File: config.mk
export PLATFORM = sky130hd
export DESIGN_NAME = pooled_block_bitmap_allocator
export DESIGN_NICKNAME = d
export VERILOG_FILES = /design/src/sv/pbba_pkg.sv /design/src/sv/pooled_block_bitmap_allocator.sv
export SDC_FILE = /design/constraint.sdc
export NUM_CORES = 2
export LEC_CHECK = 0
export BUFFER_PORTS_ARGS = -buffer_cell sky130_fd_sc_hd__buf_2
export CAP_MARGIN = 10
export CORE_UTILIZATION = 40
export DETAILED_ROUTE_END_ITERATION = 8
export GPL_TIMING_DRIVEN = 0
export PLACE_DENSITY_LB_ADDON = 0.3
export SKIP_CTS_REPAIR_TIMING = 1
export SLEW_MARGIN = 5
export SYNTH_ARGS = -nofsm -noshare
export SYNTH_HDL_FRONTEND = slang
export SYNTH_SLANG_ARGS = --single-unit
File: constraint.sdc
create_clock -name clk -period 6.8 [get_ports clk]
set_clock_uncertainty 0.05 [all_clocks]
set_input_delay 1.02 -clock clk [delete_from_list [all_inputs] [get_ports clk]]
set_output_delay 1.02 -clock clk [all_outputs]
set_load 0.02 [all_outputs]
File: src/sv/pbba_pkg.sv
`timescale 1ns / 1ps
`default_nettype none
// ----------------------------------------------------------------------------
// Pooled block bitmap allocator package
// Sizes, command, status and register codes, and sequencer states shared by
// the allocator.
// ----------------------------------------------------------------------------
package pbba_pkg;

  localparam int NUM_BLOCKS  = 64;
  localparam int NUM_CLIENTS = 16;
  localparam int BLK_W       = $clog2(NUM_BLOCKS);
  localparam int CNT_W       = $clog2(NUM_BLOCKS + 1);
  localparam int CLI_W       = $clog2(NUM_CLIENTS);

  localparam logic [6:0] BLOCK_COUNT_RESET = 7'd64;

  typedef enum logic {
    CMD_REQUEST = 1'b0,
    CMD_RELEASE = 1'b1
  } cmd_t;

  typedef enum logic {
    STATUS_OK       = 1'b0,
    STATUS_NO_SPACE = 1'b1
  } status_t;

  typedef enum logic [1:0] {
    CFG_BLOCK_COUNT = 2'd0,
    CFG_RES_BLOCKS  = 2'd1,
    CFG_RES_CNT_LO  = 2'd2,
    CFG_RES_CNT_HI  = 2'd3
  } cfg_reg_t;

  typedef enum logic [2:0] {
    S_IDLE,
    S_FREE,
    S_ALLOC,
    S_COUNT,
    S_DONE
  } state_t;

endpackage : pbba_pkg
`default_nettype wire

File: src/sv/pooled_block_bitmap_allocator.sv
`timescale 1ns / 1ps
`default_nettype none
// ----------------------------------------------------------------------------
// Pooled block bitmap allocator
// A shared pool of blocks is handed out first fit to clients through a used
// bitmap and one bitmap per client. A single bit-test and counter unit walks
// the maps one block per cycle under a small sequencer.
// ----------------------------------------------------------------------------
// Sequence: a request is accepted, the free blocks are counted, the
// allocation walk runs until the need is met or the map ends, the final
// counts are taken and the result is held; a failed request skips the walk,
// and a release clears the client map on acceptance and goes to the count.
// Throughput: one item at a time; the next item is taken once the result
// has been transferred.
// Reset: synchronous active-low rst_n clears all maps and loads register
// defaults; the block is ready as soon as reset is released.
// ----------------------------------------------------------------------------
module pooled_block_bitmap_allocator
  import pbba_pkg::*;
(
  input  wire logic        clk,
  input  wire logic        rst_n,
  // Input items.
  input  wire logic        in_tvalid,
  output logic             in_tready,
  input  wire logic [15:0] in_tdata,  // client[3:0], want_blocks[11:4], zero[15:12]
  input  wire logic [0:0]  in_tuser,  // cmd[0]
  // Result items.
  output logic             out_tvalid,
  input  wire logic        out_tready,
  output logic [15:0]      out_tdata, // client_blocks[6:0], free_blocks[13:7], zero[15:14]
  output logic [0:0]       out_tuser, // status[0]
  // Configuration writes.
  input  wire logic        cfg_valid,
  output logic             cfg_ready,
  input  wire logic [1:0]  cfg_index,
  input  wire logic [63:0] cfg_data
);

  state_t                state_r, state_nxt;
  logic [6:0]            block_count_r, block_count_nxt;
  logic [63:0]           res_blocks_r, res_blocks_nxt;
  logic [63:0]           res_cnt_lo_r, res_cnt_lo_nxt;
  logic [63:0]           res_cnt_hi_r, res_cnt_hi_nxt;
  logic [NUM_BLOCKS-1:0] used_r, used_nxt;
  logic [NUM_BLOCKS-1:0] cmap_r [NUM_CLIENTS];
  logic [NUM_BLOCKS-1:0] cmap_nxt [NUM_CLIENTS];
  logic [3:0]            client_r, client_nxt;
  logic                  client_ok_r, client_ok_nxt;
  logic [7:0]            need_r, need_nxt;
  logic [BLK_W-1:0]      idx_r, idx_nxt;
  logic [CNT_W-1:0]      free_cnt_r, free_cnt_nxt;
  logic [CNT_W-1:0]      held_cnt_r, held_cnt_nxt;
  logic                  status_r, status_nxt;

  logic [CNT_W-1:0]      pool_size;
  logic                  in_pool;
  logic                  bit_free;
  logic                  bit_held;
  logic                  idx_last;
  logic [CNT_W-1:0]      free_total;
  logic [CLI_W-1:0]      cli_sel;
  logic [CLI_W-1:0]      in_cli_sel;
  logic [3:0]            in_client;
  logic [7:0]            in_want;
  logic [7:0]            fixed_cnt;
  logic [127:0]          res_cnt_all;
  logic                  in_client_ok;

  assign in_client    = in_tdata[3:0];
  assign in_want      = in_tdata[11:4];
  assign in_cli_sel   = in_client[CLI_W-1:0];
  assign cli_sel      = client_r[CLI_W-1:0];
  assign in_client_ok = {1'b0, in_client} < 5'(NUM_CLIENTS);
  assign res_cnt_all  = {res_cnt_hi_r, res_cnt_lo_r};
  assign fixed_cnt    = res_cnt_all[{in_client, 3'b000} +: 8];

  assign pool_size = (block_count_r > 7'(NUM_BLOCKS)) ? CNT_W'(NUM_BLOCKS)
                                                      : block_count_r[CNT_W-1:0];
  assign in_pool   = CNT_W'(idx_r) < pool_size;
  assign bit_free  = in_pool && !used_r[idx_r] && !res_blocks_r[idx_r];
  assign bit_held  = in_pool && client_ok_r && cmap_r[cli_sel][idx_r];
  assign idx_last  = idx_r == BLK_W'(NUM_BLOCKS - 1);
  assign free_total = free_cnt_r + CNT_W'(bit_free);

  assign in_tready  = state_r == S_IDLE;
  assign cfg_ready  = 1'b1;
  assign out_tvalid = state_r == S_DONE;
  assign out_tdata  = {2'b00, 7'(free_cnt_r), 7'(held_cnt_r)};
  assign out_tuser  = status_r;

  always_ff @(posedge clk) begin
    if (!rst_n) begin
      state_r       <= S_IDLE;
      block_count_r <= BLOCK_COUNT_RESET;
      res_blocks_r  <= '0;
      res_cnt_lo_r  <= '0;
      res_cnt_hi_r  <= '0;
      used_r        <= '0;
      for (int c = 0; c < NUM_CLIENTS; c++) begin
        cmap_r[c] <= '0;
      end
    end else begin
      state_r       <= state_nxt;
      block_count_r <= block_count_nxt;
      res_blocks_r  <= res_blocks_nxt;
      res_cnt_lo_r  <= res_cnt_lo_nxt;
      res_cnt_hi_r  <= res_cnt_hi_nxt;
      used_r        <= used_nxt;
      for (int c = 0; c < NUM_CLIENTS; c++) begin
        cmap_r[c] <= cmap_nxt[c];
      end
    end
  end

  always_ff @(posedge clk) begin
    client_r    <= client_nxt;
    client_ok_r <= client_ok_nxt;
    need_r      <= need_nxt;
    idx_r       <= idx_nxt;
    free_cnt_r  <= free_cnt_nxt;
    held_cnt_r  <= held_cnt_nxt;
    status_r    <= status_nxt;
  end

  always_comb begin
    block_count_nxt = block_count_r;
    res_blocks_nxt  = res_blocks_r;
    res_cnt_lo_nxt  = res_cnt_lo_r;
    res_cnt_hi_nxt  = res_cnt_hi_r;
    if (cfg_valid) begin
      unique case (cfg_reg_t'(cfg_index))
        CFG_BLOCK_COUNT: block_count_nxt = cfg_data[6:0];
        CFG_RES_BLOCKS:  res_blocks_nxt  = cfg_data;
        CFG_RES_CNT_LO:  res_cnt_lo_nxt  = cfg_data;
        CFG_RES_CNT_HI:  res_cnt_hi_nxt  = cfg_data;
        default:         block_count_nxt = block_count_r;
      endcase
    end
  end

  always_comb begin
    state_nxt     = state_r;
    used_nxt      = used_r;
    cmap_nxt      = cmap_r;
    client_nxt    = client_r;
    client_ok_nxt = client_ok_r;
    need_nxt      = need_r;
    idx_nxt       = idx_r;
    free_cnt_nxt  = free_cnt_r;
    held_cnt_nxt  = held_cnt_r;
    status_nxt    = status_r;

    unique case (state_r)
      S_IDLE: begin
        if (in_tvalid) begin
          client_nxt    = in_client;
          client_ok_nxt = in_client_ok;
          need_nxt      = (in_want > fixed_cnt) ? in_want - fixed_cnt : 8'd0;
          status_nxt    = STATUS_OK;
          idx_nxt       = '0;
          free_cnt_nxt  = '0;
          held_cnt_nxt  = '0;
          if (in_client_ok && cmd_t'(in_tuser[0]) == CMD_REQUEST) begin
            state_nxt = S_FREE;
          end else begin
            if (in_client_ok) begin
              used_nxt             = used_r & ~cmap_r[in_cli_sel];
              cmap_nxt[in_cli_sel] = '0;
            end
            state_nxt = S_COUNT;
          end
        end
      end
      S_FREE: begin
        free_cnt_nxt = free_total;
        idx_nxt      = idx_r + BLK_W'(1);
        if (idx_last) begin
          idx_nxt      = '0;
          free_cnt_nxt = '0;
          if (need_r > 8'(free_total)) begin
            status_nxt = STATUS_NO_SPACE;
            state_nxt  = S_COUNT;
          end else begin
            state_nxt = S_ALLOC;
          end
        end
      end
      S_ALLOC: begin
        if (need_r == 8'd0) begin
          idx_nxt   = '0;
          state_nxt = S_COUNT;
        end else begin
          if (bit_free) begin
            used_nxt[idx_r]          = 1'b1;
            cmap_nxt[cli_sel][idx_r] = 1'b1;
            need_nxt                 = need_r - 8'd1;
          end
          idx_nxt = idx_r + BLK_W'(1);
          if (idx_last) begin
            idx_nxt   = '0;
            state_nxt = S_COUNT;
          end
        end
      end
      S_COUNT: begin
        free_cnt_nxt = free_total;
        held_cnt_nxt = held_cnt_r + CNT_W'(bit_held);
        idx_nxt      = idx_r + BLK_W'(1);
        if (idx_last) begin
          state_nxt = S_DONE;
        end
      end
      S_DONE: begin
        if (out_tready) begin
          state_nxt = S_IDLE;
        end
      end
      default: state_nxt = S_IDLE;
    endcase
  end

endmodule : pooled_block_bitmap_allocator
`default_nettype wire

# ---- After elaboration in Yosys (flattened, before gate mapping)
# Index checks and enable logic that the tools add are counted.
dict set report totals {
  register_bits 1323
  output_inout_bits 20
  input_bits 88
  elab_cells 152
}
dict set report classes {
  n_bitwise 8
  reduce_logical 28
  shift 1
  eq_ne 17
  muxes 55
  n_lt_le_gt_ge 10
  add_sub_neg 5
}
# op count
set ops {}
lappend ops {{1024-bit two-way mux} 4}
lappend ops {{1024-bit case mux with 2 select lines} 1}
lappend ops {{1024-bit AND} 1}
lappend ops {{1024-bit inverter} 1}
lappend ops {{1024-bit bitwise OR} 1}
lappend ops {{64-bit two-way mux} 10}
lappend ops {{64-bit binary-select mux with 4-bit select} 2}
lappend ops {{64-bit demux with 4-bit select} 2}
lappend ops {{64-bit case mux with 2 select lines} 1}
lappend ops {{128-bit by 8-bit variable part select with 8-bit output} 1}
lappend ops {{64-bit AND} 1}
lappend ops {{64-bit inverter} 1}
lappend ops {{64-bit bitwise OR} 1}
lappend ops {{8-bit two-way mux} 4}
lappend ops {{6-bit case mux with 4 select lines} 1}
lappend ops {{7-bit two-way mux} 3}
lappend ops {{7-bit case mux with 3 select lines} 1}
lappend ops {{1-bit binary-select mux with 6-bit select} 3}
lappend ops {{3-bit two-way mux} 6}
lappend ops {{6-bit two-way mux} 3}
lappend ops {{8-bit case mux with 2 select lines} 1}
lappend ops {{2-bit AND reduction} 8}
lappend ops {{3-bit case mux with 5 select lines} 1}
lappend ops {{7-bit by 1-bit adder with 7-bit output} 2}
lappend ops {{36 further kinds} 64}

# ---- Logic depth before layout (Yosys ltp)
dict set report logic_depth {
  ltp_word 10
  depth_mapped 24
  depth_no_buf 21
}

# ---- Least setup slack after synthesis
# OpenSTA, ideal clock, no wires.
dict set report synth_path {
  kind {input port to flip-flop}
  from {input in_tdata[0]}
  to {register need_r[2] (data pin)}
  arrival_ps 4973
  n_path_buf 6
  t_required_ps 6479
  path_slack_ps 1505
  stages 18
  setup_time_ps 271
  cell_sequence {clkbuf_1 > buf_2 > buf_2 > buf_2 > buf_2 > buf_2 > mux4_2 > mux4_2 > inv_1 > ha_1 > a21o_1 > a21oi_1 > o21bai_1 > a21oi_1 > o21bai_1 > a21o_1 > nand2_1 > o22ai_1}
}
dict set report synth_between {
  elab_chain_cells 5
  elab_cells_between_ends 6
  classes_between {1 x add/sub; 1 x order compare; 1 x shift; 3 x mux}
}
# item line_no
set synth_rtl {}
lappend synth_rtl {{start: declaration} pooled_block_bitmap_allocator.sv:26} ;# input wire logic [15:0] in_tdata,
lappend synth_rtl {{128-bit by 8-bit variable part select with 8-bit output (*)} pooled_block_bitmap_allocator.sv:76} ;# assign fixed_cnt = res_cnt_all[{in_client, 3'b000} +: 8];
lappend synth_rtl {{8-bit subtractor or 8-bit > comparator (tied branches)} pooled_block_bitmap_allocator.sv:159} ;# need_nxt = (in_want > fixed_cnt) ? in_want - fixed_cnt : 8'd0;
lappend synth_rtl {{8-bit two-way mux (*)} pooled_block_bitmap_allocator.sv:159}
lappend synth_rtl {{8-bit two-way mux (*)} pooled_block_bitmap_allocator.sv:156} ;# if (in_tvalid) begin
lappend synth_rtl {{8-bit case mux with 2 select lines (*)} pooled_block_bitmap_allocator.sv:154} ;# unique case (state_r)
lappend synth_rtl {{net need_nxt[2]} pooled_block_bitmap_allocator.sv:50} ;# logic [7:0] need_r, need_nxt;
lappend synth_rtl {{end signal: assignment} pooled_block_bitmap_allocator.sv:119} ;# need_r <= need_nxt;
lappend synth_rtl {{end: declaration} pooled_block_bitmap_allocator.sv:50}
# Mark *: on every way through the listed nets, which the timed path passes. The rest lies on a longest branch. The select of a mux whose other input is x is not followed.
# A chain may end at the register's enable or synchronous reset.

# ---- Worst setup path after layout
dict set report layout_path {
  from {register client_r[3] (netlist: cli_sel[3])}
  to {register held_cnt_r[6] (data pin)}
}
dict set report layout_between {
  elab_chain_cells 9
}
# item line_no
set layout_rtl {}
lappend layout_rtl {{start: declaration} pooled_block_bitmap_allocator.sv:48} ;# logic [3:0] client_r, client_nxt;
lappend layout_rtl {{start signal: assignment} pooled_block_bitmap_allocator.sv:117} ;# client_r <= client_nxt;
lappend layout_rtl {{4-bit inverter with 5-bit output (not written as such)} pooled_block_bitmap_allocator.sv:82} ;# assign bit_held = in_pool && client_ok_r && cmap_r[cli_sel][idx_r];
lappend layout_rtl {{64-bit binary-select mux with 4-bit select} pooled_block_bitmap_allocator.sv:82}
lappend layout_rtl {{64-bit two-way mux (not written as such) (2 in a row)} pooled_block_bitmap_allocator.sv:82}
lappend layout_rtl {{1-bit binary-select mux with 6-bit select} pooled_block_bitmap_allocator.sv:82}
lappend layout_rtl {{1-bit two-way mux (not written as such)} pooled_block_bitmap_allocator.sv:82}
lappend layout_rtl {{1-bit logical AND} pooled_block_bitmap_allocator.sv:82}
lappend layout_rtl {{7-bit by 1-bit adder with 7-bit output} pooled_block_bitmap_allocator.sv:208} ;# held_cnt_nxt = held_cnt_r + CNT_W'(bit_held);
lappend layout_rtl {{7-bit case mux with 2 select lines} pooled_block_bitmap_allocator.sv:154}
lappend layout_rtl {{end signal: assignment} pooled_block_bitmap_allocator.sv:122} ;# held_cnt_r <= held_cnt_nxt;
lappend layout_rtl {{end: declaration} pooled_block_bitmap_allocator.sv:53} ;# logic [CNT_W-1:0] held_cnt_r, held_cnt_nxt;
# No other way between the ends. The select of a mux whose other input is x is not followed.

==> results by group <==
STA
  • Worst slew margin: -6.444%
  • Setup ws final: -0.2679 ns
  • Period utilisation layout: 103.9%
  • RSZ-0062 raised after global routing: no
  • Count of pins over their slew limit: 55
  • Final Hold Viols: 0
  • Max frequency: 0.1415 GHz
  • Period minus WS final: 7.068 ns
  • Setup Viol. Count Final: 4
  • Worst-Margin Slew: 1.597 ns

Finish
  • Area of the multi-input gates: 31950 sq um
  • Finished Layout Cells: 8630
  • Fin area: 70050 sq um
  • Layout Nets: 6581
  • Fill count: 14420
  • Synthesis-to-finish area growth: 14.36%
  • Final Core Density: 46.11%
  • Reg area: 26820 sq um
  • Share of cells above drive strength 1: 18.89%

GRT
  • Pin count of the biggest net entering global routing: 17
  • Initial antenna violation count: 28
  • GRT Total Usage: 36.99%
  • Remaining Overflow, GRT: 0
  • First-pass GRT wire length: 406.3 mm
  • Vias in the first global route: 53030

Power
  • Peak supply drop: 329.8 uV
  • Lkg Pwr: 23.15 nW
  • PD cells: 317.1 nW/um^2

Min path
  • Hold Path Class: input pin to register
  • Min-delay src: cfg_data[52]
  • Hold EP: res_cnt_lo_r[52]
  • Hold Path Cell Cnt: 3

Setup path
  • FF-to-FF Start: cli_sel[3]
  • Startpoint types: register
  • Worst-path fanout max: 11
  • CP endpoint kind: register
  • Critical Path RT: 7.30 ns
  • R2R Setup Slk: -0.27 ns
  • FF-to-FF End: held_cnt_r[6]
  • Arrival @ worst endpoint: 7.57 ns
  • Setup Crit Path Kind: register to register
  • Worst R2R Path Depth: 15

Floorplanning
  • Core box area: 151900 sq um
  • Cell Rows: 143
  • I/O Pins: 108
  • Die W: 393.3 um
  • Die H: 393.3 um
  • Die area: 154700 sq um
  • Initial Utilization: 40.32%

Place
  • RePlAce Congestion: 1.047
  • Dpl cell area: 64780 sq um
  • Input/output buffers: 98
  • Post-DP HPWL: 207.0 mm
  • Inst Count DP: 8339

Clock network
  • TritonCTS Buffers: 147
  • TritonCTS clock tree: yes
  • Worst-Skew Late Latency: 0.85 ns
  • CTS Sinks: 1323
  • Worst-path clk slew: 0.06 ns
  • CTS Root Cell: clkbuf_16
  • H-tree levels: 4
  • Number of buffers on the longest clock path: 3

Yosys
  • Largest area contributor in the netlist: dfxtp_1
  • Share of flip-flops with an asynchronous set or reset: 0%
  • Synth top area cells: dfxtp_1 (42%), mux4_2 (22%), nand2_1 (9.3%)
  • Synth top area share: 42.16%
  • Synth Register Bits: 1323
  • Seq/Total Area, Yosys: 43.78%
  • Synth cell types: 77
  • Yosys warns: 0
  • Main synth FF type: dfxtp_1
  • Post-synth EDFFs: 33
  • Cell Area, Synth: 61250 sq um
  • Most instantiated library cell after synthesis: nand2_1
  • Synth cell count leaders: nand2_1 (1518), dfxtp_1 (1290), o21ai_1 (852), mux4_2 (605), clkbuf_1 (350)
  • Synthesized instance count: 6183
  • Synthesized area per cell: 9.907 sq um

Routing
  • Drt drc: 3
  • WL final: 293.9 mm
  • DR WL/cell: 34.06 um
  • Vias: 56940
  • 1st-iter DRT viols: 10490
  • ANT nets after route: 0
  • Vias/cell: 6.598
  • Initial DRT Pass Iterations: 9

Run
  • Max-Cap Viols: 7

Outcome
  • Failing checks: design-rule violations, max-capacitance violations, max-slew violations, negative setup slack
  • Status: finished, violations left
-- area by class of cell --
class	count	area share [%]
multi-input cells	4252	45.61
flip-flops and latches	1323	38.28
clock buffers	210	6.107
well taps	2030	3.626
plain buffers	580	3.587
repair buffers	132	1.352
clock inverters	59	1.231
inverters	29	0.1554
diodes	15	0.05359
-- cell families (layout without fill, tap and decap cells) --
logic type	after synthesis	count (layout)	synth area share, %
simple gates	1929	1929	13.14
xor+xnor	25	25	0.3575
mux	716	716	24.08
fa+ha+maj	28	28	0.5842
flops	1323	1323	43.78
other cells	2	18	0.01226
buf+inv	609	1010	4.224
compound gates	1551	1551	13.82
-- worst max-delay path, stage by stage, from the launching register on --
cell and delay (ns):
edfxtp_1 0.32, clkbuf_1 0.86, clkbuf_2 0.82, clkbuf_2 0.82, clkbuf_1 0.95, nand4_1 0.23
nor4_1 0.50, o21ai_0 0.14, o2bb2ai_1 0.35, nor4_2 0.73, ha_1 0.30, ha_1 0.19
nand3_1 0.12, nor2_1 0.16, xnor2_1 0.13, nor2_1 0.05
-- flip-flops by register name, summed over array words and instances (netlist names), 4 cells and up --
signal / cells
used_r: 64
idx_r: 6
res_blocks_r: 64
cmap_r: 1024
res_cnt_lo_r: 64
free_cnt_r: 7
need_r: 8
cli_sel: 4
held_cnt_r: 7
block_count_r: 7
res_cnt_hi_r: 64
-- where the power goes --
group | switching, mW | internal [mW]
sequential | 0.139 | 7.96
clock | 3.66 | 4.90
combinational | 4.28 | 1.27
-- through the flow --
stage               setup TNS, ns  hold WS, ns  total power, mW  setup WS, ns
finish                    -0.4928       0.4005            22.21       -0.2679
global route                    0       0.4026            22.37       0.02246
CTS                       -0.4247       0.3755            21.69       -0.2471
detailed placement         -6.463       0.3938            13.32       -0.8095
global placement           -10.26       0.3884            13.26       -0.8762
floorplan                       0       0.3773            10.84         1.505
-- layer usage --
| metal | global-route usage, % | share of wire, % | up-vias |
|---|---|---|---|
| li1 | - | - | 22950 |
| met1 | 44.60 | 35 | 27860 |
| met2 | 51.95 | 41 | 4697 |
| met3 | 17.14 | 16 | 1399 |
| met4 | 25.84 | 8.6 | 36 |
| met5 | 0 | 0.092 | - |
-- layout by cell type (no fill, tap or decap), drive strengths merged, types with 20 or more instances in the layout --
cell,instances
nand2,1518
dfxtp,1290
o21ai,1062
mux4,605
clkbuf,564
buf,358
a21oi,229
nor2,116
mux2i,99
nor3,78
and2,56
a41oi,50
nand3,49
o22ai,46
clkinv,40
edfxtp,33
inv,31
a22oi,29
ha,27
a31oi,22
a211oi,22
nand4,20
-- worst max-delay path by stage --
stage / slack [ns] / endpoint / from
global placement: -0.88 / held_cnt_r[6] / cli_sel[3]
global route: 0.02 / held_cnt_r[6] / cli_sel[0]
floorplan: 1.51 / need_r[2] / in_tdata[0]
finish: -0.27 / held_cnt_r[6] / cli_sel[3]
detailed placement: -0.81 / need_r[6] / in_tdata[1]
CTS: -0.25 / held_cnt_r[6] / idx_r[0]
(Power assumes the default switching activity.)
